`config.mk`:
```
export PLATFORM = sky130hd
export DESIGN_NAME = ec_scalar_multiply_binary_core_flat
export DESIGN_NICKNAME = d
export VERILOG_FILES = /design/src/ecsm_pkg.sv /design/src/ecsm_if.sv /design/src/ec_scalar_multiply_binary_core.sv /design/src/flat_wrapper.sv
export SDC_FILE = /design/constraint.sdc
export NUM_CORES = 1
export LEC_CHECK = 0
export BUFFER_PORTS_ARGS = -buffer_cell sky130_fd_sc_hd__buf_2
export CELL_PAD_IN_SITES_DETAIL_PLACEMENT = 1
export CELL_PAD_IN_SITES_GLOBAL_PLACEMENT = 1
export CORE_MARGIN = 10
export CORE_UTILIZATION = 40
export CTS_CLUSTER_DIAMETER = 80
export CTS_CLUSTER_SIZE = 14
export DETAILED_ROUTE_END_ITERATION = 16
export MAX_ROUTING_LAYER = met4
export PLACE_DENSITY = 0.76
export SETUP_SLACK_MARGIN = 0.05
export SYNTH_ARGS = -nofsm -noshare
export SYNTH_HDL_FRONTEND = slang
export SYNTH_SLANG_ARGS = --single-unit
```
`constraint.sdc`:
```
create_clock -name clk -period 7 [get_ports clk]
set_input_delay 1.4 -clock clk [delete_from_list [all_inputs] [get_ports clk]]
set_output_delay 1.4 -clock clk [all_outputs]
set_load 0.005 [all_outputs]
```
`src/ecsm_pkg.sv`:
```
// ----------------------------------------------------------------------------
// ecsm_pkg: shared types for the elliptic-curve scalar multiplier
// Working-store slot map, micro-op codes and configuration register indexes.
// ----------------------------------------------------------------------------
package ecsm_pkg;

  localparam int CFG_IDX_W = 1;

  localparam logic [CFG_IDX_W-1:0] CFG_CURVE_A = 1'b0;
  localparam logic [CFG_IDX_W-1:0] CFG_MODULUS = 1'b1;

  // Slots of the working store. *R = raw coordinate as given, others reduced.
  // R = running point, Q = accumulator.
  typedef enum logic [3:0] {
    SL_RXR, SL_RYR, SL_QXR, SL_QYR,
    SL_RX,  SL_RY,  SL_QX,  SL_QY,
    SL_AR,  SL_ONE, SL_NUM, SL_DEN,
    SL_R0,  SL_R1,  SL_T0,  SL_T1
  } slot_t;

  typedef enum logic [3:0] {
    OP_LDI,   // write immediate
    OP_MOV,   // copy A
    OP_ADD,   // A + B mod m
    OP_SUB,   // A - B mod m
    OP_MUL,   // A * B mod m, bit serial
    OP_MULQ,  // A * (last quotient mod m), bit serial
    OP_DIV,   // A % B, quotient kept
    OP_RED,   // A % m
    OP_CMP    // set flags from A, B
  } op_t;

endpackage

```
`src/ecsm_if.sv`:
```
// ----------------------------------------------------------------------------
// ecsm_if: item channels of the elliptic-curve scalar multiplier
// Valid/ready channels for the job item and the result item.
// ----------------------------------------------------------------------------
interface ecsm_in_if #(
  parameter int SCALAR_BITS = 31,
  parameter int FIELD_BITS  = 16
);
  logic                   valid;
  logic                   ready;
  logic [SCALAR_BITS-1:0] scalar;
  logic [FIELD_BITS-1:0]  point_x;
  logic [FIELD_BITS-1:0]  point_y;

  modport source (output valid, scalar, point_x, point_y, input ready);
  modport sink   (input valid, scalar, point_x, point_y, output ready);
endinterface

interface ecsm_out_if #(
  parameter int FIELD_BITS = 16
);
  logic                  valid;
  logic                  ready;
  logic [FIELD_BITS-1:0] result_x;
  logic [FIELD_BITS-1:0] result_y;

  modport source (output valid, result_x, result_y, input ready);
  modport sink   (input valid, result_x, result_y, output ready);
endinterface

```
`src/ec_scalar_multiply_binary_core.sv`:
```
// ----------------------------------------------------------------------------
// ec_scalar_multiply_binary_core: affine elliptic-curve scalar multiplier
// Right-to-left double-and-add over a prime field, micro-sequenced around
// a 16-slot working store.
// ----------------------------------------------------------------------------
// Takes one job item (scalar k, point P) at a time and returns kP; (0,0) is
// the point at infinity, and a zero modulus gives (0,0). All field values live
// in a 16-entry working store with registered reads; a sequencer issues
// micro-ops that read it, run a shared ALU and write back. A modular multiply
// or a division step runs bit-serially, since the ALU handles one bit per
// cycle. Per scalar bit up to the highest set bit, a point op runs an
// extended-Euclid inversion. Job ready is high only while the block is idle.
module ec_scalar_multiply_binary_core #(
  parameter int FIELD_BITS  = 16,
  parameter int SCALAR_BITS = 31
) (
  input  logic                           clk,
  input  logic                           rst,
  input  logic                           cfg_we,
  input  logic [ecsm_pkg::CFG_IDX_W-1:0] cfg_index,
  input  logic [FIELD_BITS-1:0]          cfg_data,
  ecsm_in_if.sink                        job,
  ecsm_out_if.source                     res
);
  import ecsm_pkg::*;

  localparam int CW = $clog2(FIELD_BITS);
  localparam logic [FIELD_BITS-1:0] A_RESET = FIELD_BITS'(1);
  localparam logic [FIELD_BITS-1:0] M_RESET = FIELD_BITS'(17);

  typedef enum logic [5:0] {
    ST_IDLE, ST_I0, ST_I1, ST_I2, ST_I3, ST_I4, ST_I5, ST_I6, ST_I7, ST_I8,
    ST_BIT, ST_A0, ST_A1, ST_A2, ST_A3, ST_A4,
    ST_D0, ST_D1, ST_D2, ST_D3, ST_D4, ST_N0, ST_N1,
    ST_V0, ST_V1, ST_V2, ST_V3, ST_V4,
    ST_E0, ST_E1, ST_E2, ST_E3, ST_E4, ST_E5, ST_E6, ST_E7, ST_E8, ST_E9,
    ST_F0, ST_F1, ST_F2, ST_F3, ST_F4, ST_F5,
    ST_W, ST_PD, ST_O0, ST_O1, ST_O2,
    ST_RD, ST_EXEC, ST_BUSY
  } st_t;

  typedef enum logic [1:0] {WB_CALC, WB_ZERO, WB_RUN} wb_t;

  typedef struct packed {
    op_t                   op;
    slot_t                 ra;
    slot_t                 rb;
    slot_t                 dst;
    logic [FIELD_BITS-1:0] imm;
    st_t                   ret;
  } uop_t;

  logic [FIELD_BITS-1:0] curve_a, field_modulus;

  st_t                    state;
  uop_t                   uq;
  logic [SCALAR_BITS-1:0] k;
  logic [FIELD_BITS-1:0]  px, py;
  logic                   dbl;
  wb_t                    wmode;
  logic [1:0]             widx;
  logic                   f_eq, f_az, f_bz;
  logic [FIELD_BITS-1:0]  alu_acc, alu_sh, alu_opd, alu_q;
  logic [CW-1:0]          cnt;
  logic                   isdiv;
  logic                   out_v;
  logic [FIELD_BITS-1:0]  out_x, out_y;

  logic [FIELD_BITS-1:0]  mem [16];
  logic [FIELD_BITS-1:0]  rda, rdb;
  logic                   we;
  logic [FIELD_BITS-1:0]  wd;

  function automatic logic [FIELD_BITS-1:0] madd(input logic [FIELD_BITS-1:0] u,
                                                 input logic [FIELD_BITS-1:0] v,
                                                 input logic [FIELD_BITS-1:0] m);
    logic [FIELD_BITS:0] s;
    s = {1'b0, u} + {1'b0, v};
    if (s >= {1'b0, m}) s = s - {1'b0, m};
    return s[FIELD_BITS-1:0];
  endfunction

  function automatic logic [FIELD_BITS-1:0] msub(input logic [FIELD_BITS-1:0] u,
                                                 input logic [FIELD_BITS-1:0] v,
                                                 input logic [FIELD_BITS-1:0] m);
    return (u >= v) ? (u - v) : (m - (v - u));
  endfunction

  function automatic uop_t uo(input op_t op, input slot_t ra, input slot_t rb,
                              input slot_t dst, input st_t ret);
    uop_t u;
    u.op = op; u.ra = ra; u.rb = rb; u.dst = dst; u.imm = '0; u.ret = ret;
    return u;
  endfunction

  function automatic uop_t ld(input slot_t dst, input logic [FIELD_BITS-1:0] imm,
                              input st_t ret);
    uop_t u;
    u = uo(OP_LDI, dst, dst, dst, ret);
    u.imm = imm;
    return u;
  endfunction

  // p operand is also the destination: run on a doubling pass, acc otherwise
  slot_t p_x, p_y, p_xr, p_yr, w_src, w_dst;
  op_t   w_op;

  always_comb begin
    p_x  = dbl ? SL_RX  : SL_QX;
    p_y  = dbl ? SL_RY  : SL_QY;
    p_xr = dbl ? SL_RXR : SL_QXR;
    p_yr = dbl ? SL_RYR : SL_QYR;
    case (widx)
      2'd0:    w_dst = p_xr;
      2'd1:    w_dst = p_yr;
      2'd2:    w_dst = p_x;
      default: w_dst = p_y;
    endcase
    if (wmode == WB_RUN) begin
      case (widx)
        2'd0:    w_src = SL_RXR;
        2'd1:    w_src = SL_RYR;
        2'd2:    w_src = SL_RX;
        default: w_src = SL_RY;
      endcase
    end else begin
      w_src = widx[0] ? SL_R1 : SL_R0;
    end
    w_op = (wmode == WB_ZERO) ? OP_LDI : OP_MOV;
  end

  // ALU single-bit steps
  logic [FIELD_BITS-1:0] m_dbl, m_nxt, rem_new, quo_new, step_val;
  logic [FIELD_BITS:0]   rem_sh, rem_sub;
  logic                  ge;

  always_comb begin
    m_dbl    = madd(alu_acc, alu_acc, field_modulus);
    m_nxt    = alu_sh[FIELD_BITS-1] ? madd(m_dbl, alu_opd, field_modulus) : m_dbl;
    rem_sh   = {alu_acc, alu_sh[FIELD_BITS-1]};
    rem_sub  = rem_sh - {1'b0, alu_opd};
    ge       = rem_sh >= {1'b0, alu_opd};
    rem_new  = ge ? rem_sub[FIELD_BITS-1:0] : rem_sh[FIELD_BITS-1:0];
    quo_new  = {alu_sh[FIELD_BITS-2:0], ge};
    step_val = isdiv ? rem_new : m_nxt;
  end

  // write-back port; a slot is never read in the cycle it is written
  always_comb begin
    we = 1'b0;
    wd = rda;
    case (state)
      ST_EXEC: begin
        case (uq.op)
          OP_LDI:  begin we = 1'b1; wd = uq.imm; end
          OP_MOV:  begin we = 1'b1; wd = rda; end
          OP_ADD:  begin we = 1'b1; wd = madd(rda, rdb, field_modulus); end
          OP_SUB:  begin we = 1'b1; wd = msub(rda, rdb, field_modulus); end
          default: we = 1'b0;
        endcase
      end
      ST_BUSY: begin
        we = (cnt == '0);
        wd = step_val;
      end
      default: we = 1'b0;
    endcase
  end

  always_ff @(posedge clk) begin
    if (we) mem[uq.dst] <= wd;
    rda <= mem[uq.ra];
    rdb <= mem[uq.rb];
  end

  always_ff @(posedge clk) begin
    if (rst) begin
      curve_a       <= A_RESET;
      field_modulus <= M_RESET;
    end else if (cfg_we) begin
      case (cfg_index)
        CFG_CURVE_A: curve_a       <= cfg_data;
        CFG_MODULUS: field_modulus <= cfg_data;
        default:     curve_a       <= curve_a;
      endcase
    end
  end

  assign job.ready    = (state == ST_IDLE);
  assign res.valid    = out_v;
  assign res.result_x = out_x;
  assign res.result_y = out_y;

  always_ff @(posedge clk) begin
    if (rst) begin
      state <= ST_IDLE;
      out_v <= 1'b0;
      dbl   <= 1'b0;
      wmode <= WB_CALC;
      widx  <= '0;
      cnt   <= '0;
      isdiv <= 1'b0;
      uq    <= uo(OP_CMP, SL_QXR, SL_QYR, SL_QXR, ST_IDLE);
    end else begin
      // ST_O2 reloads the output register itself
      if (res.ready && state != ST_O2) out_v <= 1'b0;
      case (state)
        ST_IDLE: begin
          if (job.valid) begin
            k     <= (field_modulus == '0) ? '0 : job.scalar;
            px    <= job.point_x;
            py    <= job.point_y;
            state <= ST_I0;
          end
        end
        ST_I0: begin uq <= ld(SL_QXR, '0, ST_I1); state <= ST_RD; end
        ST_I1: begin uq <= ld(SL_QYR, '0, ST_I2); state <= ST_RD; end
        ST_I2: begin
          if (k == '0) state <= ST_O0;
          else begin uq <= ld(SL_RXR, px, ST_I3); state <= ST_RD; end
        end
        ST_I3: begin uq <= ld(SL_RYR, py, ST_I4); state <= ST_RD; end
        ST_I4: begin uq <= uo(OP_RED, SL_RXR, SL_RXR, SL_RX, ST_I5); state <= ST_RD; end
        ST_I5: begin uq <= uo(OP_RED, SL_RYR, SL_RYR, SL_RY, ST_I6); state <= ST_RD; end
        ST_I6: begin
          uq <= ld(SL_ONE, (field_modulus == FIELD_BITS'(1)) ? '0 : FIELD_BITS'(1), ST_I7);
          state <= ST_RD;
        end
        ST_I7: begin uq <= ld(SL_DEN, curve_a, ST_I8); state <= ST_RD; end
        ST_I8: begin uq <= uo(OP_RED, SL_DEN, SL_DEN, SL_AR, ST_BIT); state <= ST_RD; end

        ST_BIT: begin
          if (k == '0) state <= ST_O0;
          else begin
            dbl   <= ~k[0];
            state <= ST_A0;
          end
        end
        ST_PD: begin
          if (!dbl) begin
            dbl   <= 1'b1;
            state <= ST_A0;
          end else begin
            k     <= k >> 1;
            state <= ST_BIT;
          end
        end

        // special cases: infinity operands, then raw equality selects doubling
        ST_A0: begin uq <= uo(OP_CMP, p_xr, p_yr, SL_DEN, ST_A1); state <= ST_RD; end
        ST_A1: begin
          if (f_az && f_bz) begin
            if (dbl) state <= ST_PD;
            else begin
              wmode <= WB_RUN;
              widx  <= '0;
              state <= ST_W;
            end
          end else begin
            uq <= uo(OP_CMP, SL_RXR, SL_RYR, SL_DEN, ST_A2); state <= ST_RD;
          end
        end
        ST_A2: begin
          if (f_az && f_bz) state <= ST_PD;
          else begin uq <= uo(OP_CMP, p_xr, SL_RXR, SL_DEN, ST_A3); state <= ST_RD; end
        end
        ST_A3: begin
          if (!f_eq) state <= ST_N0;
          else begin uq <= uo(OP_CMP, p_yr, SL_RYR, SL_DEN, ST_A4); state <= ST_RD; end
        end
        ST_A4: state <= f_eq ? ST_D0 : ST_N0;

        // doubling: num = 3x^2 + a, den = 2y
        ST_D0: begin uq <= uo(OP_MUL, p_x, p_x, SL_NUM, ST_D1); state <= ST_RD; end
        ST_D1: begin uq <= uo(OP_ADD, SL_NUM, SL_NUM, SL_DEN, ST_D2); state <= ST_RD; end
        ST_D2: begin uq <= uo(OP_ADD, SL_DEN, SL_NUM, SL_NUM, ST_D3); state <= ST_RD; end
        ST_D3: begin uq <= uo(OP_ADD, SL_NUM, SL_AR, SL_NUM, ST_D4); state <= ST_RD; end
        ST_D4: begin uq <= uo(OP_ADD, p_y, p_y, SL_DEN, ST_V0); state <= ST_RD; end
        ST_N0: begin uq <= uo(OP_SUB, SL_RY, p_y, SL_NUM, ST_N1); state <= ST_RD; end
        ST_N1: begin uq <= uo(OP_SUB, SL_RX, p_x, SL_DEN, ST_V0); state <= ST_RD; end

        ST_V0: begin uq <= uo(OP_CMP, SL_DEN, SL_DEN, SL_DEN, ST_V1); state <= ST_RD; end
        ST_V1: begin
          if (f_az) begin
            wmode <= WB_ZERO;
            widx  <= '0;
            state <= ST_W;
          end else begin
            uq <= uo(OP_MOV, SL_DEN, SL_DEN, SL_R1, ST_V2); state <= ST_RD;
          end
        end
        ST_V2: begin uq <= ld(SL_R0, field_modulus, ST_V3); state <= ST_RD; end
        ST_V3: begin uq <= ld(SL_T0, '0, ST_V4); state <= ST_RD; end
        ST_V4: begin uq <= uo(OP_MOV, SL_ONE, SL_ONE, SL_T1, ST_E0); state <= ST_RD; end

        // extended Euclid: (r0,r1) <- (r1, r0 % r1), (t0,t1) <- (t1, t0 - q*t1)
        ST_E0: begin uq <= uo(OP_DIV, SL_R0, SL_R1, SL_DEN, ST_E1); state <= ST_RD; end
        ST_E1: begin uq <= uo(OP_MOV, SL_R1, SL_R1, SL_R0, ST_E2); state <= ST_RD; end
        ST_E2: begin uq <= uo(OP_MOV, SL_DEN, SL_DEN, SL_R1, ST_E3); state <= ST_RD; end
        ST_E3: begin uq <= uo(OP_MULQ, SL_T1, SL_T1, SL_DEN, ST_E4); state <= ST_RD; end
        ST_E4: begin uq <= uo(OP_SUB, SL_T0, SL_DEN, SL_DEN, ST_E5); state <= ST_RD; end
        ST_E5: begin uq <= uo(OP_MOV, SL_T1, SL_T1, SL_T0, ST_E6); state <= ST_RD; end
        ST_E6: begin uq <= uo(OP_MOV, SL_DEN, SL_DEN, SL_T1, ST_E7); state <= ST_RD; end
        ST_E7: begin uq <= uo(OP_CMP, SL_R1, SL_ONE, SL_DEN, ST_E8); state <= ST_RD; end
        ST_E8: begin
          if (!f_az) state <= ST_E0;
          else begin uq <= uo(OP_CMP, SL_R0, SL_ONE, SL_DEN, ST_E9); state <= ST_RD; end
        end
        ST_E9: begin
          if (!f_eq) begin
            wmode <= WB_ZERO;
            widx  <= '0;
            state <= ST_W;
          end else begin
            uq <= uo(OP_MUL, SL_T0, SL_NUM, SL_NUM, ST_F0); state <= ST_RD;
          end
        end

        // x3 = s^2 - x1 - x2, y3 = s(x1 - x3) - y1
        ST_F0: begin uq <= uo(OP_MUL, SL_NUM, SL_NUM, SL_DEN, ST_F1); state <= ST_RD; end
        ST_F1: begin uq <= uo(OP_SUB, SL_DEN, p_x, SL_DEN, ST_F2); state <= ST_RD; end
        ST_F2: begin uq <= uo(OP_SUB, SL_DEN, SL_RX, SL_R0, ST_F3); state <= ST_RD; end
        ST_F3: begin uq <= uo(OP_SUB, p_x, SL_R0, SL_DEN, ST_F4); state <= ST_RD; end
        ST_F4: begin uq <= uo(OP_MUL, SL_NUM, SL_DEN, SL_DEN, ST_F5); state <= ST_RD; end
        ST_F5: begin
          uq    <= uo(OP_SUB, SL_DEN, p_y, SL_R1, ST_W);
          wmode <= WB_CALC;
          widx  <= '0;
          state <= ST_RD;
        end

        ST_W: begin
          uq       <= uo(w_op, w_src, w_src, w_dst, (widx == 2'd3) ? ST_PD : ST_W);
          widx     <= widx + 2'd1;
          state    <= ST_RD;
        end

        ST_O0: begin uq <= uo(OP_CMP, SL_QXR, SL_QYR, SL_DEN, ST_IDLE); state <= ST_O1; end
        ST_O1: state <= ST_O2;
        ST_O2: begin
          if (!out_v || res.ready) begin
            out_x <= rda;
            out_y <= rdb;
            out_v <= 1'b1;
            state <= ST_IDLE;
          end
        end

        ST_RD: state <= ST_EXEC;
        ST_EXEC: begin
          case (uq.op)
            OP_CMP: begin
              f_eq  <= (rda == rdb);
              f_az  <= (rda == '0);
              f_bz  <= (rdb == '0);
              state <= uq.ret;
            end
            OP_MUL: begin
              alu_acc <= '0; alu_opd <= rda; alu_sh <= rdb; isdiv <= 1'b0;
              cnt <= CW'(FIELD_BITS - 1); state <= ST_BUSY;
            end
            OP_MULQ: begin
              alu_acc <= '0; alu_opd <= rda; isdiv <= 1'b0;
              alu_sh  <= (alu_q == field_modulus) ? '0 : alu_q;
              cnt <= CW'(FIELD_BITS - 1); state <= ST_BUSY;
            end
            OP_DIV: begin
              alu_acc <= '0; alu_sh <= rda; alu_opd <= rdb; isdiv <= 1'b1;
              cnt <= CW'(FIELD_BITS - 1); state <= ST_BUSY;
            end
            OP_RED: begin
              alu_acc <= '0; alu_sh <= rda; alu_opd <= field_modulus; isdiv <= 1'b1;
              cnt <= CW'(FIELD_BITS - 1); state <= ST_BUSY;
            end
            default: state <= uq.ret;
          endcase
        end
        ST_BUSY: begin
          alu_acc <= step_val;
          alu_sh  <= isdiv ? quo_new : (alu_sh << 1);
          cnt     <= cnt - CW'(1);
          if (cnt == '0) begin
            if (isdiv) alu_q <= quo_new;
            state <= uq.ret;
          end
        end
        default: state <= ST_IDLE;
      endcase
    end
  end

  a_div_nonzero: assert property (@(posedge clk) disable iff (rst)
    (state == ST_BUSY && isdiv) |-> (alu_opd != '0))
    else $error("division by zero in ALU");

  a_mulq_reduced: assert property (@(posedge clk) disable iff (rst)
    (state == ST_EXEC && uq.op == OP_MULQ) |-> (rda < field_modulus))
    else $error("Euclid coefficient not reduced");

  a_no_write_on_read: assert property (@(posedge clk) disable iff (rst)
    (state == ST_RD) |-> !we)
    else $error("store written during operand read");

  a_job_starts: assert property (@(posedge clk) disable iff (rst)
    (job.valid && job.ready) |=> (state == ST_I0 && !job.ready))
    else $error("accepted job did not start");

endmodule

```
`src/flat_wrapper.sv`:
```
// flat-port wrapper written by rule: the top's interface ports become plain ports
module ec_scalar_multiply_binary_core_flat import ecsm_pkg::*;
#(
  parameter int FIELD_BITS  = 16,
  parameter int SCALAR_BITS = 31
)
  (clk, rst, cfg_we, cfg_index, cfg_data, job_valid, job_scalar, job_point_x, job_point_y, job_ready, res_valid, res_result_x, res_result_y, res_ready);
  ecsm_in_if #(.SCALAR_BITS(SCALAR_BITS), .FIELD_BITS(FIELD_BITS)) job_i ();
  ecsm_out_if #(.FIELD_BITS(FIELD_BITS)) res_i ();
  input  logic clk;
  input  logic rst;
  input  logic cfg_we;
  input  logic [ecsm_pkg::CFG_IDX_W-1:0] cfg_index;
  input  logic [FIELD_BITS-1:0] cfg_data;
  input wire logic [$bits(job_i.valid)-1:0] job_valid;
  input wire logic [$bits(job_i.scalar)-1:0] job_scalar;
  input wire logic [$bits(job_i.point_x)-1:0] job_point_x;
  input wire logic [$bits(job_i.point_y)-1:0] job_point_y;
  output wire logic [$bits(job_i.ready)-1:0] job_ready;
  output wire logic [$bits(res_i.valid)-1:0] res_valid;
  output wire logic [$bits(res_i.result_x)-1:0] res_result_x;
  output wire logic [$bits(res_i.result_y)-1:0] res_result_y;
  input wire logic [$bits(res_i.ready)-1:0] res_ready;
  assign job_i.valid = job_valid;
  assign job_i.scalar = job_scalar;
  assign job_i.point_x = job_point_x;
  assign job_i.point_y = job_point_y;
  assign job_ready = job_i.ready;
  assign res_valid = res_i.valid;
  assign res_result_x = res_i.result_x;
  assign res_result_y = res_i.result_y;
  assign res_i.ready = res_ready;
  ec_scalar_multiply_binary_core #(.FIELD_BITS(FIELD_BITS), .SCALAR_BITS(SCALAR_BITS)) u_core (.clk(clk), .rst(rst), .cfg_we(cfg_we), .cfg_index(cfg_index), .cfg_data(cfg_data), .job(job_i), .res(res_i));
endmodule
```
==> flow_summary.yaml <==
timing:
  fmax_mhz: 146.9
  worst_slack_ns: 0.1941
  fin_crit_ns: 6.806
  worst_pin_slew_ns: 1.321
  slew_headroom_pct: 11.43
  hold_viol_final: 0
  slew_viol_final: 0
  setup_viol: 0
  timing.final.crit_share_pct: 97.23
  finalClockSkew_ns: 0.02421
worst_setup_path:
  worstPathRequired_ns: 7.33
  r2r_start: "u_core.field_modulus[10]"
  worst-path-stages: 29
  reg2reg_depth: 29
  start_kind: "flip-flop"
  arrival_ns: 7.14
  critPathMaxStageDelay_ns: 0.52
  path_class: "flip-flop to flip-flop"
  crit_start: "u_core.field_modulus[10]"
  regToRegSetupSlack_ns: 0.19
  cp_slowest_cell: "or4_4"
  end_kind: "flip-flop"
  crit_buf_inv: 3
  worst_path_dominant_cell_family: "simple AND/OR/NAND/NOR gates"
  cp_max_fo: 8
yosys:
  synth.top_cells.by_count: "edfxtp_1, nor2_1, nand2_1"
  syn_area_um2: 32250
  ys.warnings.count: 0
  ys.flop_type: "edfxtp_1"
  ys_types: 100
  async_flop_share_pct: 0
  syn_nets: 3107
  synth-seq-area-share_pct: 46.31
  synth_edf_count: 418
  synth.top_cell.area_share_pct: 38.92
  synth_cells: 2866
  syn_area_per_cell_um2: 11.25
  yosysTopAreaCell: "edfxtp_1"
  synth_most_common_cell: "edfxtp_1"
  ys_ff_latch: 537
  netlist_top_cells_area: "edfxtp_1, mux4_2, dfxtp_1"
power:
  peakVddDrop_mv: 0.3703
  powerDensity_nw_per_um2: 448.5
  p_leak_nw: 13.46
final_layout:
  syn_to_final_growth_pct: 14.61
  layout.cells.non_filler: 4161
  finalNetCount: 3295
  multiInputGateArea_um2: 16530
  nFillCells: 8658
  drive_gt1_share_pct: 21.65
  regArea_um2: 14940
  post-route-util_pct: 46.11
routing:
  drtIter0Drc: 2836
  dr.pass1.iters: 9
  drc: 0
  routed_via_density: 6.376
  routedWlPerCell_um: 29.76
  num_vias: 26530
  postRouteWirelength_um: 123800
  ant_nets: 0
floorplan:
  dieArea_um2: 92370
  core-area_um2: 80160
  start_util_pct: 40.23
  dieWidth_um: 303.9
  die_h_um: 303.9
  io_pins: 119
  rows: 104
placement:
  io_buffers: 118
  pre_cts_slack_ns: -0.2860
  hpwl_um: 89370
  place_inst: 4037
  gp_congestion: 0.9977
global_routing:
  antenna_found_initial: 7
  grtUsageTotal_pct: 26.29
  grt_max_degree: 82
  grt_pass1_vias: 27520
  grt_pass1_wl_um: 181600
  grt-ovfl-total: 0
cts:
  insertion_delay_ns: 0.62
  clk_pin_slew_ns: 0.07
  cts-htree-levels: 2
  cts.sinks: 537
  hold_buffers: 0
  cts_buffers: 49
  cts_tree: "done"
  clk_path_buf_depth: 3
  cts_root_buffer: "clkbuf_16"
worst_hold_path:
  worstHoldPathType: "flip-flop to flip-flop"
  hold-path-cell-count: 0
  hold_start: "u_core.alu_sh[9]"
status:
  status: "complete, no violations"
run:
  cap_violations: 0
[sequential cells by signal, indices dropped and copies added, names as in the netlist, 4 cells and up]
signal,cells
u_core.alu_sh,16
u_core.uq,38
u_core.field_modulus,16
u_core.cnt,4
u_core.res.result_x,16
u_core.state,6
u_core.k,31
u_core.res.result_y,16
u_core.alu_q,16
u_core.rda,16
u_core.px,16
u_core.rdb,16
u_core.alu_opd,16
u_core.mem,256
u_core.py,16
u_core.curve_a,16
u_core.alu_acc,16
[cell type report]
type | count | share of cell area [%]
clock buffers | 80 | 3.748
diodes | 7 | 0.04739
flip-flops and latches | 537 | 40.43
inverters | 151 | 1.534
well taps | 1060 | 3.588
repair buffers | 308 | 5.562
clock inverters | 11 | 0.3656
multi-input cells | 2007 | 44.72
[routing by layer]
metal,global-route usage (%),part of all wire [%],vias to the layer above
met5,-,0,-
met4,13.39,6.1,0
met3,3.385,6.8,378
met2,43.89,49,1191
met1,30.92,38,13570
li1,-,-,11390
[final timing paths]
kind	endpoint
setup reg to reg	u_core.mem[6][12]
hold / removal	u_core.alu_q[10]
hold reg to reg	u_core.alu_q[10]
setup / recovery	u_core.mem[6][12]
[placed cells by master, fill, tap and decap left out, types with 13 or more instances in the layout]
cell type,Yosys,final
a2111oi_0,14,13
a211oi_1,20,18
a21o_1,27,26
a21oi_1,207,197
a222oi_1,16,16
a22o_1,34,34
a22oi_1,41,39
a311oi_1,21,21
a31oi_1,26,25
and2_1,18,18
and3_1,18,17
buf_2,20,117
buf_4,3,186
clkbuf_1,122,29
clkbuf_16,0,51
dfxtp_1,119,115
edfxtp_1,418,418
fa_1,22,21
ha_1,134,118
inv_1,147,147
mux2i_1,40,40
mux4_2,160,160
nand2_1,209,209
nand2b_1,30,30
nand3_1,49,49
nand4_1,20,20
nor2_1,231,216
nor2_2,0,15
nor2b_1,25,25
nor3_1,66,57
nor4_1,34,33
o211ai_1,19,19
o21a_1,21,21
o21ai_0,126,119
o21ai_1,27,30
o22ai_1,16,15
or3_1,18,16
xnor2_1,70,70
xor2_1,42,41
[stage by stage]
step	area, um^2	TNS [ns]	power, mW	hold WS, ns
after detailed placement	34830	-13.59	13.61	0.4370
after global routing	36960	-0.2737	17.46	0.4711
after CTS	36410	0	16.34	0.4539
final	36960	0	16.58	0.4561
after floorplan	32250	0	10.67	0.4272
after global placement	34830	0	13.27	0.4275
[power by group]
| part | internal (mW) | switching, mW |
|---|---|---|
| combinational | 3.62 | 5.79 |
| sequential | 4.02 | 0.477 |
| clock | 1.38 | 1.28 |
| total | 9.03 | 7.55 |
[cell families after synthesis]
family                     count (synthesis)  share of synthesized area [%]
DFF                                      537                          46.31
muxes                                    214                          12.92
AOI/OAI and AO/OA                        755                          15.86
xor gates and xnor gates                 112                          3.042
buffers and inverters                    323                          3.954
adders and majority gates                156                          6.565
and+or+nand+nor                          769                          11.35
[what timing repair did]
item                       4_1_cts  5_1_grt
pin swaps                        2       26
gates cloned                     0        1
buffers inserted                 4       21
gates resized for setup         10       71
setup endpoints to repair      192      263
Power figures use the tool's default switching activity.
